### src/sha1_pkg.sv
// SHA-1 hasher package: round constants, initial chaining words and the
// command/status bundles between the controller and the datapath.
// No dependencies.
package sha1_pkg;

  localparam int WordW  = 32;
  localparam int CountW = 61;
  localparam int RoundW = 7;
  localparam int PosW   = 6;
  localparam int IdxW   = 3;

  localparam logic [RoundW-1:0] LastRound = 7'd79;
  localparam logic [PosW-1:0]   LastPos   = 6'd63;
  localparam logic [PosW-1:0]   LenPos    = 6'd56;
  localparam logic [IdxW-1:0]   LastWord  = 3'd4;
  localparam logic [7:0]        PadByte   = 8'h80;

  localparam logic [WordW-1:0] Init0 = 32'h67452301;
  localparam logic [WordW-1:0] Init1 = 32'hEFCDAB89;
  localparam logic [WordW-1:0] Init2 = 32'h98BADCFE;
  localparam logic [WordW-1:0] Init3 = 32'h10325476;
  localparam logic [WordW-1:0] Init4 = 32'hC3D2E1F0;

  localparam logic [WordW-1:0] K0 = 32'h5A827999;
  localparam logic [WordW-1:0] K1 = 32'h6ED9EBA1;
  localparam logic [WordW-1:0] K2 = 32'h8F1BBCDC;
  localparam logic [WordW-1:0] K3 = 32'hCA62C1D6;

  typedef struct packed {
    logic load_byte;
    logic pad_start;
    logic pad_step;
    logic round_step;
    logic chain_add;
    logic arm;
    logic out_shift;
    logic reload;
  } sha1_cmd_t;

  typedef struct packed {
    logic pos_last;
    logic pad_last;
    logic round_last;
    logic armed;
    logic word_last;
  } sha1_sts_t;

  function automatic logic [WordW-1:0] round_k(input logic [RoundW-1:0] rnd);
    logic [WordW-1:0] k;
    if (rnd < 7'd20) begin
      k = K0;
    end else if (rnd < 7'd40) begin
      k = K1;
    end else if (rnd < 7'd60) begin
      k = K2;
    end else begin
      k = K3;
    end
    return k;
  endfunction

  function automatic logic [WordW-1:0] round_f(input logic [RoundW-1:0] rnd,
                                               input logic [WordW-1:0] b,
                                               input logic [WordW-1:0] c,
                                               input logic [WordW-1:0] d);
    logic [WordW-1:0] f;
    if (rnd < 7'd20) begin
      f = (b & c) | (~b & d);
    end else if (rnd < 7'd40) begin
      f = b ^ c ^ d;
    end else if (rnd < 7'd60) begin
      f = (b & c) | (b & d) | (c & d);
    end else begin
      f = b ^ c ^ d;
    end
    return f;
  endfunction

endpackage

### src/sha1_datapath.sv
// SHA-1 datapath: 512-bit block shift register doubling as the message
// schedule window, working and chaining words, byte count and padding state.
// Depends on sha1_pkg.
module sha1_datapath (
  input  logic                        clk,
  input  logic                        rst,
  input  sha1_pkg::sha1_cmd_t         cmd,
  input  logic [7:0]                  data_byte,
  output sha1_pkg::sha1_sts_t         sts,
  output logic [sha1_pkg::WordW-1:0]  digest_word,
  output logic [sha1_pkg::IdxW-1:0]   word_index
);

  logic [511:0]                  blk;
  logic [sha1_pkg::WordW-1:0]    a, b, c, d, e;
  logic [sha1_pkg::WordW-1:0]    h0, h1, h2, h3, h4;
  logic [sha1_pkg::CountW-1:0]   count;
  logic [sha1_pkg::RoundW-1:0]   rnd;
  logic [sha1_pkg::PosW-1:0]     pad_pos;
  logic                          pad_first;
  logic                          armed;
  logic [63:0]                   len_sr;
  logic [sha1_pkg::IdxW-1:0]     idx;

  logic [7:0]                    pad_byte;
  logic                          len_phase;
  logic [sha1_pkg::WordW-1:0]    w0, w2, w8, w13, w_new, t_sum;

  assign w0  = blk[511:480];
  assign w2  = blk[447:416];
  assign w8  = blk[255:224];
  assign w13 = blk[95:64];

  always_comb begin
    w_new = {w13 ^ w8 ^ w2 ^ w0};
    w_new = {w_new[30:0], w_new[31]};
  end

  assign t_sum = {a[26:0], a[31:27]} + sha1_pkg::round_f(rnd, b, c, d) + e
                 + sha1_pkg::round_k(rnd) + w0;

  assign len_phase = armed && (pad_pos >= sha1_pkg::LenPos);

  always_comb begin
    if (pad_first) begin
      pad_byte = sha1_pkg::PadByte;
    end else if (len_phase) begin
      pad_byte = len_sr[63:56];
    end else begin
      pad_byte = 8'h00;
    end
  end

  // block buffer: bytes enter at the bottom, words leave at the top
  always_ff @(posedge clk) begin
    if (cmd.load_byte) begin
      blk <= {blk[503:0], data_byte};
    end else if (cmd.pad_step) begin
      blk <= {blk[503:0], pad_byte};
    end else if (cmd.round_step) begin
      blk <= {blk[479:0], w_new};
    end
  end

  always_ff @(posedge clk) begin
    if (cmd.pad_start) begin
      len_sr <= {count, 3'b000};
    end else if (cmd.pad_step && !pad_first && len_phase) begin
      len_sr <= {len_sr[55:0], 8'h00};
    end
  end

  always_ff @(posedge clk) begin
    if (rst) begin
      a       <= sha1_pkg::Init0;
      b       <= sha1_pkg::Init1;
      c       <= sha1_pkg::Init2;
      d       <= sha1_pkg::Init3;
      e       <= sha1_pkg::Init4;
      h0      <= sha1_pkg::Init0;
      h1      <= sha1_pkg::Init1;
      h2      <= sha1_pkg::Init2;
      h3      <= sha1_pkg::Init3;
      h4      <= sha1_pkg::Init4;
      count   <= '0;
      rnd     <= '0;
      pad_pos <= '0;
      pad_first <= 1'b0;
      armed   <= 1'b0;
      idx     <= '0;
    end else begin
      if (cmd.load_byte) begin
        count <= count + 1'b1;
      end
      if (cmd.round_step) begin
        a   <= t_sum;
        b   <= a;
        c   <= {b[1:0], b[31:2]};
        d   <= c;
        e   <= d;
        rnd <= (rnd == sha1_pkg::LastRound) ? '0 : rnd + 1'b1;
      end
      // fold the working words into the chain and restart from it
      if (cmd.chain_add) begin
        h0 <= h0 + a;
        h1 <= h1 + b;
        h2 <= h2 + c;
        h3 <= h3 + d;
        h4 <= h4 + e;
        a  <= h0 + a;
        b  <= h1 + b;
        c  <= h2 + c;
        d  <= h3 + d;
        e  <= h4 + e;
      end
      if (cmd.pad_start) begin
        pad_pos   <= count[sha1_pkg::PosW-1:0];
        pad_first <= 1'b1;
        armed     <= (count[sha1_pkg::PosW-1:0] < sha1_pkg::LenPos);
      end else if (cmd.pad_step) begin
        pad_pos   <= pad_pos + 1'b1;
        pad_first <= 1'b0;
      end
      if (cmd.arm) begin
        armed <= 1'b1;
      end
      if (cmd.reload) begin
        a     <= sha1_pkg::Init0;
        b     <= sha1_pkg::Init1;
        c     <= sha1_pkg::Init2;
        d     <= sha1_pkg::Init3;
        e     <= sha1_pkg::Init4;
        h0    <= sha1_pkg::Init0;
        h1    <= sha1_pkg::Init1;
        h2    <= sha1_pkg::Init2;
        h3    <= sha1_pkg::Init3;
        h4    <= sha1_pkg::Init4;
        count <= '0;
        idx   <= '0;
      end else if (cmd.out_shift) begin
        // rotate the chain so the next digest word sits in h0
        h0  <= h1;
        h1  <= h2;
        h2  <= h3;
        h3  <= h4;
        h4  <= h0;
        idx <= idx + 1'b1;
      end
    end
  end

  assign sts.pos_last   = (count[sha1_pkg::PosW-1:0] == sha1_pkg::LastPos);
  assign sts.pad_last   = (pad_pos == sha1_pkg::LastPos);
  assign sts.round_last = (rnd == sha1_pkg::LastRound);
  assign sts.armed      = armed;
  assign sts.word_last  = (idx == sha1_pkg::LastWord);

  assign digest_word = h0;
  assign word_index  = idx;

endmodule

### src/sha1_ctrl.sv
// SHA-1 controller: sequences byte loading, padding, the 80 rounds, the
// chain update and the digest words. Depends on sha1_pkg.
module sha1_ctrl (
  input  logic                 clk,
  input  logic                 rst,
  input  logic                 in_valid,
  input  logic                 byte_valid,
  input  logic                 in_last,
  input  logic                 out_ready,
  input  sha1_pkg::sha1_sts_t  sts,
  output logic                 in_ready,
  output logic                 out_valid,
  output sha1_pkg::sha1_cmd_t  cmd
);

  localparam logic [2:0] StIdle   = 3'd0;
  localparam logic [2:0] StComp   = 3'd1;
  localparam logic [2:0] StFin    = 3'd2;
  localparam logic [2:0] StPadIni = 3'd3;
  localparam logic [2:0] StPad    = 3'd4;
  localparam logic [2:0] StOut    = 3'd5;

  logic [2:0] state, state_next;
  logic       pend_last, pend_last_next;
  logic       in_pad, in_pad_next;
  logic       acc;

  assign in_ready  = (state == StIdle);
  assign out_valid = (state == StOut);
  assign acc       = in_ready && in_valid;

  always_comb begin
    state_next     = state;
    pend_last_next = pend_last;
    in_pad_next    = in_pad;
    cmd            = '0;
    case (state)
      StIdle: begin
        if (acc) begin
          if (byte_valid) begin
            cmd.load_byte = 1'b1;
            if (sts.pos_last) begin
              pend_last_next = in_last;
              state_next     = StComp;
            end else if (in_last) begin
              state_next = StPadIni;
            end
          end else if (in_last) begin
            state_next = StPadIni;
          end
        end
      end
      StComp: begin
        cmd.round_step = 1'b1;
        if (sts.round_last) begin
          state_next = StFin;
        end
      end
      StFin: begin
        cmd.chain_add = 1'b1;
        if (in_pad) begin
          if (sts.armed) begin
            state_next = StOut;
          end else begin
            // length goes in the next block
            cmd.arm    = 1'b1;
            state_next = StPad;
          end
        end else if (pend_last) begin
          pend_last_next = 1'b0;
          state_next     = StPadIni;
        end else begin
          state_next = StIdle;
        end
      end
      StPadIni: begin
        cmd.pad_start = 1'b1;
        in_pad_next   = 1'b1;
        state_next    = StPad;
      end
      StPad: begin
        cmd.pad_step = 1'b1;
        if (sts.pad_last) begin
          state_next = StComp;
        end
      end
      StOut: begin
        if (out_ready) begin
          cmd.out_shift = 1'b1;
          if (sts.word_last) begin
            cmd.reload  = 1'b1;
            in_pad_next = 1'b0;
            state_next  = StIdle;
          end
        end
      end
      default: begin
        state_next = StIdle;
      end
    endcase
  end

  always_ff @(posedge clk) begin
    if (rst) begin
      state     <= StIdle;
      pend_last <= 1'b0;
      in_pad    <= 1'b0;
    end else begin
      state     <= state_next;
      pend_last <= pend_last_next;
      in_pad    <= in_pad_next;
    end
  end

endmodule

### src/sha1_message_hasher_unit.sv
// SHA-1 message hasher top level: joins the controller and the datapath.
// Depends on sha1_pkg, sha1_ctrl and sha1_datapath.
//
//   channel | direction | tdata         | tuser          | tlast
//   s_*     | in        | data_byte[7:0]| byte_valid     | last
//   m_*     | out       | digest_word   | word_index     | digest_end
//
// One byte per cycle while the block buffer fills; the 64th byte of a block
// starts a compression: 80 rounds of the single round unit, then the chain
// update. An end item takes a padding setup, then pads byte by byte and runs
// one or two padding compressions before the five digest words.
// Synchronous reset loads the initial chain and clears the byte count.
// Input is held off while a compression, padding or digest output runs;
// a stalled digest word holds until taken.
module sha1_message_hasher_unit (
  input  logic        clk,
  input  logic        rst,
  input  logic        s_tvalid,
  output logic        s_tready,
  input  logic [7:0]  s_tdata,   // [7:0] data_byte
  input  logic [0:0]  s_tuser,   // [0] byte_valid
  input  logic        s_tlast,
  output logic        m_tvalid,
  input  logic        m_tready,
  output logic [31:0] m_tdata,   // [31:0] digest_word
  output logic [2:0]  m_tuser,   // [2:0] word_index
  output logic        m_tlast
);

  sha1_pkg::sha1_cmd_t cmd;
  sha1_pkg::sha1_sts_t sts;

  sha1_ctrl u_ctrl (
    .clk        (clk),
    .rst        (rst),
    .in_valid   (s_tvalid),
    .byte_valid (s_tuser[0]),
    .in_last    (s_tlast),
    .out_ready  (m_tready),
    .sts        (sts),
    .in_ready   (s_tready),
    .out_valid  (m_tvalid),
    .cmd        (cmd)
  );

  sha1_datapath u_dp (
    .clk         (clk),
    .rst         (rst),
    .cmd         (cmd),
    .data_byte   (s_tdata),
    .sts         (sts),
    .digest_word (m_tdata),
    .word_index  (m_tuser)
  );

  assign m_tlast = (m_tuser == sha1_pkg::LastWord);

endmodule

### config.mk
export PLATFORM = sky130hd
export DESIGN_NAME = sha1_message_hasher_unit
export DESIGN_NICKNAME = d
export VERILOG_FILES = /design/src/sha1_pkg.sv /design/src/sha1_datapath.sv /design/src/sha1_ctrl.sv /design/src/sha1_message_hasher_unit.sv
export SDC_FILE = /design/constraint.sdc
export NUM_CORES = 2
export LEC_CHECK = 0
export BUFFER_PORTS_ARGS = -buffer_cell sky130_fd_sc_hd__buf_2
export CAP_MARGIN = 20
export CORE_MARGIN = 1
export CORE_UTILIZATION = 30
export DETAILED_ROUTE_END_ITERATION = 10
export SLEW_MARGIN = 10
export SYNTH_ARGS = -nofsm -noshare
export SYNTH_HDL_FRONTEND = slang
export SYNTH_HIERARCHICAL = 1
export SYNTH_SLANG_ARGS = --single-unit
export TNS_END_PERCENT = 5
### constraint.sdc
create_clock -name clk -period 16.4 [get_ports clk]
set_input_delay 1.64 -clock clk [delete_from_list [all_inputs] [get_ports clk]]
set_output_delay 1.64 -clock clk [all_outputs]
set_load 0.005 [all_outputs]
# After elaboration in Yosys (flattened, before gate mapping)
# Cells that the tools add are included.
# op_classes
order_cmp	5
bitwise_logic	13
n_reduce_logical	18
add_sub_neg	13
n_eq_ne	17
mux	72
# op_table
operator	n
two-way mux 512 bit	3
two-way mux 32 bit	25
adder 32 bit	9
bitwise XOR 32 bit	5
bitwise AND 32 bit	4
two-way mux 64 bit	2
OR 32 bit	3
adder 61 x 1 -> 61 bit, second input constant	1
inverter 32 bit	1
two-way mux 31 bit	1
two-way mux 3 bit	9
two-way mux 1 bit	20
one-hot mux 3 bit (6 select lines)	1
two-way mux 8 bit	2
< comparator 7 x 6 -> 1 bit, second input constant	2
nonzero test 2 bit	7
== test 6 bit, second input constant	2
two-way mux 6 bit	2
inequality test 2 bit, second input constant	6
AND reduction 5 bit	2
== test 3 bit, second input constant	3
two-way mux 2 bit	4
adder 7 x 1 -> 7 bit, second input constant	1
== test 7 bit, second input constant	1
other kinds (16)	22
# word_totals
register_bits	977

# Logic depth before layout (Yosys ltp)
# logic_depth
ltp_word	12
ltp_mapped	25

# Hierarchy
# Netlist, hierarchy kept.
# modules_own_cells
module	n_inst	cells_each	area_per_inst_um2
sha1_datapath	1	5120	54841.3
sha1_ctrl	1	53	424.2
sha1_message_hasher_unit	1	1	12.5

# Worst setup path after synthesis
# No wires, ideal clock.
# synth_timing
kind	input port to flip-flop
start	in s_tvalid
end	reg u_dp.blk[0], enable pin
arrival_ns	13.047
cell_stages	4
path_slack_ns	2.444
path_cell_list	nand3_1 -> inv_1 -> clkbuf_1 -> or3_1
# synth_rtl
item	line	text
start, declared	sha1_message_hasher_unit.sv:18	input logic s_tvalid,
end signal, assigned	sha1_datapath.sv:57	blk <= {blk[503:0], data_byte};
end signal, assigned	sha1_datapath.sv:59	blk <= {blk[503:0], pad_byte};
end signal, assigned	sha1_datapath.sv:61	blk <= {blk[479:0], w_new};
end, declared	sha1_datapath.sv:14	logic [511:0] blk;

# Final worst setup path
# layout_timing
start	reg u_dp/rnd[2] in the netlist's numbering
end	reg u_dp/a[31] in the netlist's numbering
# layout_between
elab_chain_len	10
elab_cells_between_ends	15
cone_classes	add/sub (4); order compare (3); mux (8)
# layout_rtl
item	line	text
start, declared	sha1_datapath.sv:18	logic [sha1_pkg::RoundW-1:0] rnd;
start signal, assigned	sha1_datapath.sv:101	rnd <= (rnd == sha1_pkg::LastRound) ? '0 : rnd + 1'b1;
< comparator 7 x 6 -> 1 bit	sha1_pkg.sv:54, sha1_pkg.sv:71	
two-way mux 32 bit	sha1_pkg.sv:71	end else if (rnd < 7'd60) begin
two-way mux 32 bit	sha1_pkg.sv:69	end else if (rnd < 7'd40) begin
two-way mux 32 bit	sha1_pkg.sv:67	if (rnd < 7'd20) begin
adder 32 bit (2 in a row)	sha1_datapath.sv:39	assign t_sum = {a[26:0], a[31:27]} + sha1_pkg::round_f(rnd, b, c, d) + e
adder 32 bit (*) (2 in a row)	sha1_datapath.sv:40	+ sha1_pkg::round_k(rnd) + w0;
two-way mux 32 bit (*)	sha1_datapath.sv:95	if (cmd.round_step) begin
two-way mux 32 bit (*)	sha1_datapath.sv:104	if (cmd.chain_add) begin
end signal, assigned	sha1_datapath.sv:96	a <= t_sum;
end signal, assigned	sha1_datapath.sv:110	a <= h0 + a;
end signal, assigned	sha1_datapath.sv:128	a <= sha1_pkg::Init0;
end, declared	sha1_datapath.sv:15	logic [sha1_pkg::WordW-1:0] a, b, c, d, e;
# Mark *: on every way between the ends. The rest lies on a longest branch, timed or not. The select of a mux whose other input is x is not followed.
# A chain may end at the register's enable or synchronous reset.

==> impl_metrics.env <==
export IMPL_status="finished clean"
export IMPL_viasPerCell=5.14
export IMPL_grt_pass1_wl_mm=234
export IMPL_ys_seq_area_share_pct=45.8
export IMPL_place_area_um2=58000
export IMPL_dr_pass1_iters=6
export IMPL_track_usage_pct=16.1
export IMPL_grt_max_degree=219
export IMPL_hold_path_class="flip-flop to flip-flop"
export IMPL_ant_nets=0
export IMPL_setup_viol=0
export IMPL_max_freq_mhz=142
export IMPL_drv_slew=0
export IMPL_numClockSinks=977
export IMPL_worstSkewPairLatency_ns=0.76
export IMPL_slowest_delay_ns=0.94
export IMPL_num_io_pins=52
export IMPL_drive_above_1_share_pct=17.1
export IMPL_portBuffers=51
export IMPL_cp_cell_sequence="o21ai_0 -> and2_1 -> inv_2 -> nand2_1 -> nand2_1 -> inv_1 -> o22ai_1 -> a21oi_1 -> fa_1 -> fa_1 -> ha_1 -> a21o_1 -> a21oi_1 -> a2bb2oi_1 -> a31oi_2 -> a211oi_1 -> nor2_1 -> mux2i_1 -> o31a_1 -> a2111oi_1"
export IMPL_area_growth_pct=11.5
export IMPL_hold_buffers=0
export IMPL_fin_nets=5453
export IMPL_setup_ws_ns=9.38
export IMPL_clock_skew_ns=0.0609
export IMPL_r2r_cells=20
export IMPL_antenna_found_initial=7
export IMPL_cts_htree_levels=3
export IMPL_crit_path_end_kind="flip-flop"
export IMPL_grt_overflow=0
export IMPL_place_hpwl_mm=110
export IMPL_path_class="flip-flop to flip-flop"
export IMPL_vdd_drop_max_mv=0.103
export IMPL_synth_xor_area_share_pct=4.90
export IMPL_synth_avg_cell_area_um2=10.7
export IMPL_synth_top_family_by_area="compound AO/OA/AOI/OAI gates"
export IMPL_post_route_cell_area_um2=61600
export IMPL_wire_per_inst_um=20.0
export IMPL_core_area_um2=183000
export IMPL_cts_tree="done"
export IMPL_yosysUniqueCellTypes=103
export IMPL_worstPathMaxFanout=21
export IMPL_synth_edf_count=573
export IMPL_start_kind="flip-flop"
export IMPL_period_share_pct=42.8
export IMPL_yosys_area_share_adder_pct=9.03
export IMPL_ys_ff_latch=977
export IMPL_postCtsSetupBuffers=0
export IMPL_drtIter0Drc=3386
export IMPL_die_x_um=431
export IMPL_tightestPinTransition_ns=1.21
export IMPL_arrival_ns=7.65
export IMPL_layout_common_cells="573 x mux2_2, 573 x edfxtp_1, 417 x a21oi_1"
export IMPL_fill_cells=18400
export IMPL_cp_slowest_cell="nand2_1"
export IMPL_die_h_um=431
export IMPL_yosys_warnings=6
export IMPL_grt_pass1_vias=38500
export IMPL_drt_wl_total_mm=153
export IMPL_synth_compound_area_share_pct=13.8
export IMPL_synth_async_reset_ratio_pct=0
export IMPL_synthMuxAreaShare_pct=13.6
export IMPL_rows=157
export IMPL_required_ns=17.03
export IMPL_maxCapViolCount=0
export IMPL_hold_depth=2
export IMPL_yosys_area_share_simple_pct=9.49
export IMPL_place_congestion=0.932
export IMPL_ys_flop_type="edfxtp_1"
export IMPL_tns_ns=0
export IMPL_drc_errors=0
export IMPL_cp_num_buf_inv=2
export IMPL_die_area_um2=186000
export IMPL_start_util_pct=30.2
export IMPL_synth_net_count=5512
export IMPL_hold_viol_final=0
export IMPL_rrSetupSlack_ns=9.38
export IMPL_cts_root_buf="clkbuf_16"
export IMPL_cts_buffers=108
export IMPL_powerDensity_nw_per_um2=149
export IMPL_vias=39400
export IMPL_p_leak_nw=22.7
export IMPL_clkTransAtPathRegs_ns=0.06
export IMPL_path_delay_family="compound AO/OA/AOI/OAI gates"
export IMPL_dpl_worst_slack_ns=9.39
export IMPL_path_depth=20
export IMPL_clock_path_buffers=3
export IMPL_syn_instance_count=5174
export IMPL_postCtsResizedCells=0
export IMPL_rsz0062_at_grt="false"
export IMPL_syn_cell_area_um2=55300
export IMPL_period_needed_ns=7.02
export IMPL_slew_headroom_pct=18.5
==> worst paths after layout <==
check,start,to
max reg2reg,u_dp/rnd[2]$_SDFFE_PP0P_,u_dp/a[31]$_SDFFE_PP0P_
max,u_dp/rnd[2]$_SDFFE_PP0P_,u_dp/a[31]$_SDFFE_PP0P_
min,u_dp/h2[11]$_SDFFE_PP1P_,u_dp/h2[11]$_SDFFE_PP1P_
min reg2reg,u_dp/h2[11]$_SDFFE_PP1P_,u_dp/h2[11]$_SDFFE_PP1P_
==> report_power, final <==
group	switching (mW)	internal (mW)	total, mW
combinational	1.86	1.46	3.32
sequential	0.331	3.08	3.41
clock	1.05	1.43	2.48
==> cell type report <==
type / instances / area, µm² / share of cell area [%]
antenna: 3 / 7.51 / 0.0122
clock buffer: 148 / 2990 / 4.84
clock inverter: 49 / 612 / 0.993
inverter: 242 / 923 / 1.50
multi-input combinational: 3697 / 28100 / 45.6
sequential: 977 / 25300 / 41.0
tap: 2464 / 3080 / 5.00
timing repair buffer: 89 / 611 / 0.991
==> per-stage QoR <==
step | hold slack, ns | total power [mW] | util [%] | std cells
global placement | 0.475 | 6.69 | 31.7 | 7468
detailed placement | 0.488 | 6.74 | 31.7 | 7468
finish | 0.496 | 9.21 | 33.7 | 7669
floorplan | 0.453 | 5.94 | - | 5174
global route | 0.517 | 9.76 | 33.7 | 7668
CTS | 0.496 | 9.25 | 33.6 | 7665
==> routing by layer <==
metal  GRT usage, %  part of all wire, %  wire length (µm)
met1           21.9                   45             69000
met2           25.7                   46             70000
met3           2.36                  5.3              8160
met4           6.47                  4.0              6110
met5              0                    0                 0
==> synthesized netlist by cell type, types with 14 or more instances <==
master	number	share of area, %
inv_1	238	1.6
nor2b_1	61	0.69
nand2b_1	19	0.22
or3_1	28	0.32
nor2_1	400	2.7
dfxtp_1	404	15
mux2_2	573	12
o211a_1	15	0.27
or2_2	14	0.16
a211o_1	21	0.33
o211ai_1	28	0.38
a22oi_1	27	0.37
o22ai_1	15	0.17
and4_1	16	0.25
a21oi_1	417	3.8
ha_1	199	4.5
a21o_1	80	1.1
edfxtp_1	573	31
o31ai_1	19	0.26
a31oi_1	37	0.42
buf_1	37	0.25
o21a_1	40	0.54
and2_1	31	0.35
nand2_1	363	2.5
nor3_1	50	0.45
nand3_1	53	0.48
a211oi_1	74	1.0
o21bai_1	18	0.24
o21ai_0	350	3.2
mux2i_1	105	1.9
nand4_1	28	0.32
xor2_1	101	1.6
fa_1	125	4.5
clkbuf_1	213	1.4
and3_1	28	0.32
xnor2_1	208	3.3
==> worst min-delay path: stages, from the launching register on <==
cell and delay, ns:
dfxtp_1 0.32, nand2_1 0.06, a31oi_1 0.07
==> state kept, by name, summed over array words and instances, names as in the netlist, 3 cells and up <==
signal,count
u_dp/blk,512
u_dp/count,61
u_dp/len_sr,61
u_dp/a,32
u_dp/b,32
u_dp/c,32
u_dp/d,32
u_dp/digest_word,32
u_dp/e,32
u_dp/h1,32
u_dp/h2,32
u_dp/h3,32
u_dp/h4,32
u_dp/rnd,7
u_dp/pad_pos,6
u_ctrl/state,3
u_dp/word_index,3
==> cells by family (layout without fill, tap and decap cells) <==
family,count (synthesis),after routing
AO/OA/AOI/OAI,1248,1248
XOR/XNOR,309,309
adder cells (fa/ha/maj),324,324
buffers and inverters,500,528
flip-flops,977,977
multiplexers,678,678
other,0,3
AND/OR/NAND/NOR,1138,1138
Power figures use the tool's default switching activity.
